## src/design/pfb_pkg.sv

```systemverilog
package pfb_pkg;

	localparam int COLUMNS  = 128;
	localparam int PAGES    = 8;
	localparam int FB_SIZE  = COLUMNS * PAGES;
	localparam int PIX_ROWS = PAGES * 8;
	localparam int AW       = $clog2(FB_SIZE);
	localparam int CW       = $clog2(COLUMNS);
	localparam int RW       = $clog2(PIX_ROWS);

	localparam logic [2:0] KIND_CHAR  = 3'd0;
	localparam logic [2:0] KIND_HLINE = 3'd1;
	localparam logic [2:0] KIND_VLINE = 3'd2;
	localparam logic [2:0] KIND_CLEAR = 3'd3;
	localparam logic [2:0] KIND_READ  = 3'd4;

	typedef struct packed {
		logic [2:0] kind;
		logic [7:0] char_code;
		logic       first_char;
		logic [2:0] text_line;
		logic [6:0] text_column;
		logic [6:0] fixed_coord;
		logic [6:0] span_start;
		logic [6:0] span_end;
		logic [9:0] read_index;
	} in_item_t;

	typedef struct packed {
		logic [7:0] read_byte;
		logic       halted;
		logic       rejected;
	} out_item_t;

	// back-end operation codes
	typedef enum logic [2:0] {
		OP_NOP, OP_GLYPH, OP_SPACE, OP_HLINE, OP_VLINE, OP_CLEAR, OP_READ
	} op_t;

	// classified command passed from front to back
	typedef struct packed {
		op_t        op;
		logic       first;
		logic [AW:0] start;
		logic [4:0] glyph;      // letter 0..25 or digit 0..9
		logic       digit;
		logic [7:0] lo;
		logic [7:0] hi;
		logic [7:0] fixed;
		logic       reject;
		logic [9:0] ridx;
	} cmd_t;

	typedef enum logic [2:0] {
		ST_IDLE, ST_GLYPH, ST_LINE_RD, ST_LINE_WR, ST_CLEAR, ST_READ, ST_DONE
	} st_t;

	function automatic logic [7:0] letter_col(input logic [4:0] l, input logic [2:0] c);
		logic [47:0] g;
		case (l)
			5'd0:  g = 48'hF8_14_12_14_F8_00;
			5'd1:  g = 48'hFE_92_92_92_6C_00;
			5'd2:  g = 48'h38_44_82_82_44_00;
			5'd3:  g = 48'hFE_82_82_44_38_00;
			5'd4:  g = 48'hFE_92_92_92_92_00;
			5'd5:  g = 48'hFE_12_12_02_02_00;
			5'd6:  g = 48'h38_44_92_92_72_00;
			5'd7:  g = 48'hFE_10_10_10_FE_00;
			5'd8:  g = 48'h82_82_FE_82_82_00;
			5'd9:  g = 48'h42_82_7E_02_02_00;
			5'd10: g = 48'hFE_10_28_44_82_00;
			5'd11: g = 48'hFE_80_80_80_80_00;
			5'd12: g = 48'hFC_02_FC_02_FC_00;
			5'd13: g = 48'hFE_0C_10_60_FE_00;
			5'd14: g = 48'h38_44_82_44_38_00;
			5'd15: g = 48'hFE_12_12_12_0C_00;
			5'd16: g = 48'h38_44_A2_44_B8_00;
			5'd17: g = 48'hFE_12_32_52_8C_00;
			5'd18: g = 48'h4C_92_92_92_64_00;
			5'd19: g = 48'h02_02_FE_02_02_00;
			5'd20: g = 48'h7E_80_80_80_7E_00;
			5'd21: g = 48'h3E_40_80_40_3E_00;
			5'd22: g = 48'h7E_80_78_80_7E_00;
			5'd23: g = 48'hC6_28_10_28_C6_00;
			5'd24: g = 48'h06_08_F0_08_06_00;
			5'd25: g = 48'h86_8A_92_A2_C2_00;
			default: g = '0;
		endcase
		case (c)
			3'd0: letter_col = g[47:40];
			3'd1: letter_col = g[39:32];
			3'd2: letter_col = g[31:24];
			3'd3: letter_col = g[23:16];
			3'd4: letter_col = g[15:8];
			3'd5: letter_col = g[7:0];
			default: letter_col = 8'h00;
		endcase
	endfunction

	function automatic logic [7:0] digit_col(input logic [4:0] d, input logic [2:0] c);
		logic [31:0] g;
		case (d)
			5'd0: g = 32'hFE_82_FE_00;
			5'd1: g = 32'h84_FE_80_00;
			5'd2: g = 32'hF2_92_9E_00;
			5'd3: g = 32'h92_92_FE_00;
			5'd4: g = 32'h1E_10_FE_00;
			5'd5: g = 32'h9E_92_F2_00;
			5'd6: g = 32'hFE_92_F2_00;
			5'd7: g = 32'h02_02_FE_00;
			5'd8: g = 32'hFE_92_FE_00;
			5'd9: g = 32'h1E_12_FE_00;
			default: g = '0;
		endcase
		case (c)
			3'd0: digit_col = g[31:24];
			3'd1: digit_col = g[23:16];
			3'd2: digit_col = g[15:8];
			3'd3: digit_col = g[7:0];
			default: digit_col = 8'h00;
		endcase
	endfunction

endpackage

```

## src/design/pfb_front.sv

```systemverilog
module pfb_front (
	input  logic               clk,
	input  logic               arst_n,
	input  pfb_pkg::in_item_t  item,
	input  logic               push,
	output logic               full,
	output pfb_pkg::cmd_t      cmd,
	output logic               cmd_valid,
	input  logic               cmd_take
);
	import pfb_pkg::*;

	localparam int QD = 2;

	cmd_t       q_q [QD];
	logic       wp_q, rp_q;
	logic [1:0] cnt_q;
	cmd_t       c;
	logic       do_push, do_pop;
	logic [7:0] cc;

	always_comb begin
		cc = item.char_code;
		c = '0;
		c.op = OP_NOP;
		c.first = item.first_char;
		c.start = (AW+1)'(item.text_line) * (AW+1)'(COLUMNS) + (AW+1)'(item.text_column);
		c.lo = 8'(item.span_start);
		c.hi = 8'(item.span_end);
		c.fixed = 8'(item.fixed_coord);
		c.ridx = item.read_index;
		unique case (item.kind)
			KIND_CHAR: begin
				if (cc >= 8'h41 && cc <= 8'h5A) begin
					c.op = OP_GLYPH; c.glyph = 5'(cc - 8'h41);
				end else if (cc >= 8'h61 && cc <= 8'h7A) begin
					c.op = OP_GLYPH; c.glyph = 5'(cc - 8'h61);
				end else if (cc >= 8'h30 && cc <= 8'h39) begin
					c.op = OP_GLYPH; c.glyph = 5'(cc - 8'h30); c.digit = 1'b1;
				end else if (cc == 8'h20) begin
					c.op = OP_SPACE;
				end
				// first_char still applies for ignored characters
			end
			KIND_HLINE: begin
				c.op = OP_HLINE;
				c.reject = (32'(item.fixed_coord) > PIX_ROWS - 1) ||
					(32'(item.span_start) > COLUMNS - 1) || (32'(item.span_end) > COLUMNS - 1) ||
					(item.span_end <= item.span_start);
			end
			KIND_VLINE: begin
				c.op = OP_VLINE;
				c.reject = (32'(item.fixed_coord) > COLUMNS - 1) ||
					(32'(item.span_start) > PIX_ROWS - 1) || (32'(item.span_end) > PIX_ROWS - 1) ||
					(item.span_end <= item.span_start);
			end
			KIND_CLEAR: c.op = OP_CLEAR;
			KIND_READ:  c.op = OP_READ;
			default:    c.op = OP_NOP;
		endcase
		if (item.kind != KIND_CHAR) c.first = 1'b0;
	end

	assign full      = (cnt_q == 2'(QD));
	assign cmd_valid = (cnt_q != 2'd0);
	assign cmd       = q_q[rp_q];
	assign do_push   = push && !full;
	assign do_pop    = cmd_take && cmd_valid;

	always_ff @(posedge clk) begin
		if (do_push) q_q[wp_q] <= c;
	end

	always_ff @(posedge clk or negedge arst_n) begin
		if (!arst_n) begin
			wp_q <= 1'b0; rp_q <= 1'b0; cnt_q <= '0;
		end else begin
			if (do_push) wp_q <= !wp_q;
			if (do_pop)  rp_q <= !rp_q;
			cnt_q <= cnt_q + 2'(do_push) - 2'(do_pop);
		end
	end

	a_cnt: assert property (@(posedge clk) disable iff (!arst_n) cnt_q <= 2'(QD))
		else $error("queue overflow");
	a_pop: assert property (@(posedge clk) disable iff (!arst_n) cnt_q == 2'd0 |-> !do_pop)
		else $error("pop from empty");
	a_ptr: assert property (@(posedge clk) disable iff (!arst_n)
		cnt_q == 2'(QD) || cnt_q == 2'd0 |-> wp_q == rp_q)
		else $error("pointer mismatch");

endmodule

```

## config.mk

```make
export PLATFORM = sky130hd
export DESIGN_NAME = pfb_front
export DESIGN_NICKNAME = d
export VERILOG_FILES = /design/src/design/pfb_pkg.sv /design/src/design/pfb_front.sv
export SDC_FILE = /design/constraint.sdc
export NUM_CORES = 1
export LEC_CHECK = 0
export ABC_AREA = 1
export BUFFER_PORTS_ARGS = -buffer_cell sky130_fd_sc_hd__buf_2
export CORE_ASPECT_RATIO = 1.5
export CORE_MARGIN = 4
export CORE_UTILIZATION = 52
export CTS_CLUSTER_DIAMETER = 60
export CTS_CLUSTER_SIZE = 14
export DETAILED_ROUTE_END_ITERATION = 16
export PLACE_DENSITY = 0.74
export SYNTH_ARGS = -nofsm -noshare
export SYNTH_HDL_FRONTEND = slang
export SYNTH_SLANG_ARGS = --single-unit
export TNS_END_PERCENT = 100
```

## constraint.sdc

```tcl
create_clock -name clk -period 4.39 [get_ports clk]
set_clock_uncertainty 0.2 [all_clocks]
set_input_delay 0.439 -clock clk [delete_from_list [all_inputs] [get_ports clk]]
set_output_delay 0.439 -clock clk [all_outputs]
set_load 0.02 [all_outputs]
```

Word level (Yosys, flattened, before mapping)
Memory sizes are Yosys's and may differ from the RTL's.
Cells that the tools add are included.
{"block": "op_classes", "addsub": 6, "magnitude_cmp": 10, "n_eq_ne": 6, "muxes": 15, "n_reduce_logical": 14}
{"op": "greater-than comparator 7 x 6 -> 1 bit, second input constant", "count": 3}
{"op": "greater-or-equal comparator 8 x 7 -> 1 bit, second input constant", "count": 2}
{"op": "less-or-equal comparator 8 x 7 -> 1 bit, second input constant", "count": 2}
{"op": "one-hot mux 3 bit (5 select lines)", "count": 1}
{"op": "two-way mux 6 bit", "count": 2}
{"op": "adder 10 x 7 -> 11 bit", "count": 1}
{"op": "two-way mux 5 bit", "count": 2}
{"op": "subtractor 5 x 1 -> 5 bit, second input constant", "count": 2}
{"op": "two-way mux 3 bit", "count": 3}
{"op": "== test 8 x 6 -> 1 bit, second input constant", "count": 1}
{"op": "greater-or-equal comparator 8 x 6 -> 1 bit, second input constant", "count": 1}
{"op": "less-or-equal comparator 8 x 6 -> 1 bit, second input constant", "count": 1}
{"op": "less-or-equal comparator 7 bit", "count": 1}
{"op": "== test 3 x 2 -> 1 bit, second input constant", "count": 2}
{"op": "logical AND 1 bit", "count": 5}
{"op": "two-way mux 1 bit", "count": 5}
{"op": "subtractor 5 bit, second input constant", "count": 1}
{"op": "== test 3 x 1 -> 1 bit, second input constant", "count": 1}
{"op": "== test 3 bit, second input constant", "count": 1}
{"op": "zero test 1 bit", "count": 3}
{"op": "zero test 3 bit", "count": 1}
{"op": "logical OR 1 bit", "count": 3}
{"op": "nonzero test 3 bit", "count": 1}
{"op": "adder 2 x 1 -> 2 bit", "count": 1}
{"op": "5 further kinds", "count": 5}
{"block": "word_totals", "register_bits": 4, "ramBits": 106, "input_bits": 57, "output_inout_bits": 58, "n_memories": 1}
{"name": "q_q", "depth": 2, "word_bits": 53, "read_ports": 1, "rd_ports_with_merged_regs": 0, "write_ports": 1, "line_no": "pfb_front.sv:15", "text": "cmd_t q_q [QD];"}

Depth between registers and ports, before layout
{"block": "logic_depth", "word_depth": 6, "ltp_mapped": 10, "ltp_nobuf": 10}

Worst setup path before layout
Ideal clock, no wire load.
{"block": "synth_timing", "kind": "register to register", "start": "register cnt_q[1]", "end": "memory q_q[0][0] (netlist name) (enable)", "arrival_ns": 2.762, "required_ns": 3.728, "slack_ns": 0.966, "stages_incl_launch_ff": 4, "path_buffers": 0, "period_less_slack_ns": 3.424, "path_cell_list": "dfrtp_1 -> inv_1 -> o21ai_1 -> nor2_1"}
{"block": "synth_between", "elab_chain_cells": 5}
{"item": "start: declaration", "line_no": "pfb_front.sv:17", "text": "logic [1:0] cnt_q;"}
{"item": "start signal: assignment", "line_no": "pfb_front.sv:80", "text": "cnt_q <= cnt_q + 2'(do_push) - 2'(do_pop);"}
{"item": "== test 2 bit", "line_no": "pfb_front.sv:64", "text": "assign full = (cnt_q == 2'(QD));"}
{"item": "zero test 1 bit", "line_no": "pfb_front.sv:67", "text": "assign do_push = push && !full;"}
{"item": "logical AND 1 bit", "line_no": "pfb_front.sv:67"}
{"item": "two-way mux 1 bit", "line_no": "pfb_front.sv:71", "text": "if (do_push) q_q[wp_q] <= c;"}
{"item": "two-way mux 1 bit (not written as such)", "line_no": "pfb_front.sv:71"}
{"item": "end: declaration", "line_no": "pfb_front.sv:15"}
Every way passes these cells.

==> summary.md <==
| Metric | Value |
|---|---|
| CP max FO | 53 |
| Worst-Skew Late Latency | 0.33 ns |
| WL per Instance | 13.6 um |
| Uppermost layer routed | met4 |
| HP Class | in -> reg |
| Minimum clock period | 2.47 ns |
| Vias in the first global route | 3,063 |
| Peak VDD IR | 0.619 mV |
| Sink Count | 108 |
| TNS Setup | 0 ns |
| Detailed Route WL | 8.81 mm |
| Total core area | 8780 um^2 |
| Design Power | 3.50 mW |
| Maximum capacitance violations | 0 |
| WL met3 | 450 um |
| 1st-pass router iterations | 4 |
| Relative slew slack | 40.5% |
| Critical Path End Type | primary output |
| Clk Tree Root Cell | clkbuf_16 |
| Layout cells sized above 1 | 27.1% |
| Initial antenna violation count | 0 |
| Crit-path cells | inv_2, nand2_1, nand2_1, buf_2 |
| First-pass GRT wire length | 13.6 mm |
| Row cnt | 42 |
| CP startpoint kind | flop |
| ANT cells | 0 |
| # H-tree levels | 3 |
| Clock transition at path regs | 0.06 ns |
| Met2 Wirelength | 4.79 mm |
| Post-route ant nets | 0 |
| Slowest cell on crit path | inv_2 |
| Yosys cell types | 29 |
| Unrepaired setup endpoints after global routing | no |
| I/O Buffers | 110 |
| Max Buffers Root-to-Sink | 2 |
| Worst Path Required | 3.75 ns |
| Finish-stage setup viols | 0 |
| # IOs | 115 |
| Fmax | 405 MHz |
| Asr flop ratio synth | 3.70% |
| Post-synthesis cell count | 419 |
| Total vias in the final route | 3,198 |
| DIE HEIGHT | 124 um |
| Routability cong. | 0.815 |
| Drt drc | 0 |
| Synth Warn # | 0 |
| Num CTS Buffers | 9 |
| Count of final hold-check violations | 0 |
| Slowest Stage Delay on Critical Path | 0.63 ns |
| Hpwl dp | 6.18 mm |
| Vias per inst | 4.95 |
| WP data arrival | 1.83 ns |
| Pwr/cell area | 629 nW/um^2 |
| Syn Area/Cell | 11.1 um^2 |
| Setup CP Type | reg -> out |
| Top FF cell, synth | edfxtp_1 |
| Register area share after synthesis | 69.5% |
| Die X | 85.1 um |
| Period utilization | 56.3% |
| Final net count | 601 |
| Post-synth EDFFs | 104 |
| Pin count of the biggest net entering global routing | 54 |
| Tightest Pin Transition | 0.891 ns |
| First DRT Iteration DRCs | 239 |
| Final Max Tran Viols | 0 |
| Initial Util | 52.9% |
| All-Layer GR Usage | 16.9% |
| Routed length on met1 | 3.32 mm |
| Leak pwr | 2.52 nW |
| Post-synthesis register bit count | 108 |
| Status | completed |
| TritonCTS clock tree | done |
| Die Footprint | 10,500 um^2 |
| Cell Area, Synth | 4640 um^2 |
| Area grow syn2layout | 20.0% |
| Grt ovf | 0 |
| Post_cts resized | 0 |
| Cell mode on critical path | nand2_1 |
[synth_stat cells (2+ instances only)]
cell type / number / area (um^2)
nand3_2: 2 / 20.0
nand2_2: 4 / 25.0
nand3_1: 3 / 15.0
inv_1: 23 / 86.3
nor2_1: 20 / 75.1
dfrtp_1: 4 / 100
clkbuf_1: 9 / 33.8
xor2_1: 6 / 52.6
inv_2: 5 / 18.8
nand2_1: 191 / 717
a21oi_1: 7 / 35.0
o21ai_1: 3 / 15.0
o21ai_2: 2 / 17.5
edfxtp_1: 104 / 3120
buf_4: 4 / 30.0
nor2_2: 2 / 12.5
buf_2: 2 / 10.0
ha_1: 12 / 150
o21ai_0: 6 / 30.0
[timing repair]
| action | in CTS | in global routing |
|---|---|---|
| hold buffers | 1 | 0 |
| hold endpoints to repair | 4 | 0 |
| setup buffers | 0 | 0 |
[cell type report]
| cell class | instances | area [um^2] |
|---|---|---|
| Clock buffer | 12 | 236 |
| Sequential cell | 108 | 3220 |
| Tap cell | 110 | 138 |
| Fill cell | 706 | 3210 |
| Multi-Input combinational cell | 271 | 1260 |
| Timing Repair Buffer | 114 | 583 |
| Inverter | 28 | 105 |
| Clock inverter | 3 | 15.0 |
[final timing paths]
| path | from | endpoint | slack (ns) | cells after the start |
|---|---|---|---|---|
| setup / recovery | rp_q$_DFFE_PN0P_ | cmd[53] | 1.92 | 4 |
| hold / removal | item[5] | q_q[0][5]$_DFFE_PP_ | 0.09 | 1 |
| setup reg to reg | cnt_q[1]$_DFF_PN0_ | q_q[0][28]$_DFFE_PP_ | 2.00 | 4 |
| hold reg to reg | cnt_q[0]$_DFF_PN0_ | cnt_q[0]$_DFF_PN0_ | 0.35 | 1 |
| max in group asynchronous | arst_n | rp_q$_DFFE_PN0P_ | 3.63 | 2 |
| min in group asynchronous | arst_n | rp_q$_DFFE_PN0P_ | 0.23 | 2 |
[layout by cell type, fill, tap and decap left out, drive strengths merged, types with 3 or more instances in the layout]
| cell | n |
|---|---|
| dfrtp | 4 |
| nand3 | 5 |
| xor2 | 6 |
| buf | 113 |
| a21oi | 7 |
| nor2 | 22 |
| ha | 12 |
| edfxtp | 104 |
| nand2 | 196 |
| conb | 4 |
| clkbuf | 12 |
| o21ai | 11 |
| clkinv | 3 |
| inv | 28 |
[logic make-up after synthesis]
kind of cell	synth area share, %
buffers and inverters	3.86
XOR/XNOR	1.32
adder cells (fa/ha/maj)	3.24
other	0.0808
AO/OA/AOI/OAI	2.75
AND/OR/NAND/NOR	19.3
flip-flops	69.5
[sequential cells by signal (all words and copies together), names as in the netlist]
| register | flops |
|---|---|
| cnt_q | 2 |
| q_q | 104 |
| rp_q | 1 |
| wp_q | 1 |
[routing by layer]
| layer | track usage (%) | vias to the layer above |
|---|---|---|
| met3 | 3.97 | 18 |
| met2 | 30.8 | 94 |
| met5 | 0 | - |
| li1 | - | 1600 |
| met4 | 8.22 | 0 |
| met1 | 18.1 | 1486 |
[critical path, delay by kind of cell (launching register included)]
| family | cells | cell delay, ns |
|---|---|---|
| buf+inv | 2 | 0.81 |
| flops | 1 | 0.40 |
| simple gates | 2 | 0.25 |
[power breakdown]
group / switching (mW) / total [mW] / internal (mW)
combinational: 0.958 / 1.33 / 0.372
clock: 0.315 / 0.693 / 0.379
sequential: 0.0579 / 1.47 / 1.42
total: 1.33 / 3.50 / 2.17
[per-stage QoR]
step | instance area, um^2 | util [%] | cells | hold WS, ns | setup slack [ns]
2_1_floorplan | 4650 | - | 422 | -0.0566 | 0.966
3_3_place_gp | 5300 | 60.4 | 630 | 0.0456 | 1.95
3_5_place_dp | 5300 | 60.4 | 630 | 0.0506 | 1.92
4_1_cts | 5570 | 63.4 | 646 | 0.0748 | 1.87
5_1_grt | 5570 | 63.4 | 646 | 0.0762 | 1.76
6_report | 5570 | 63.4 | 646 | 0.0880 | 1.92
No activity file was read; power rests on OpenSTA's default activity.
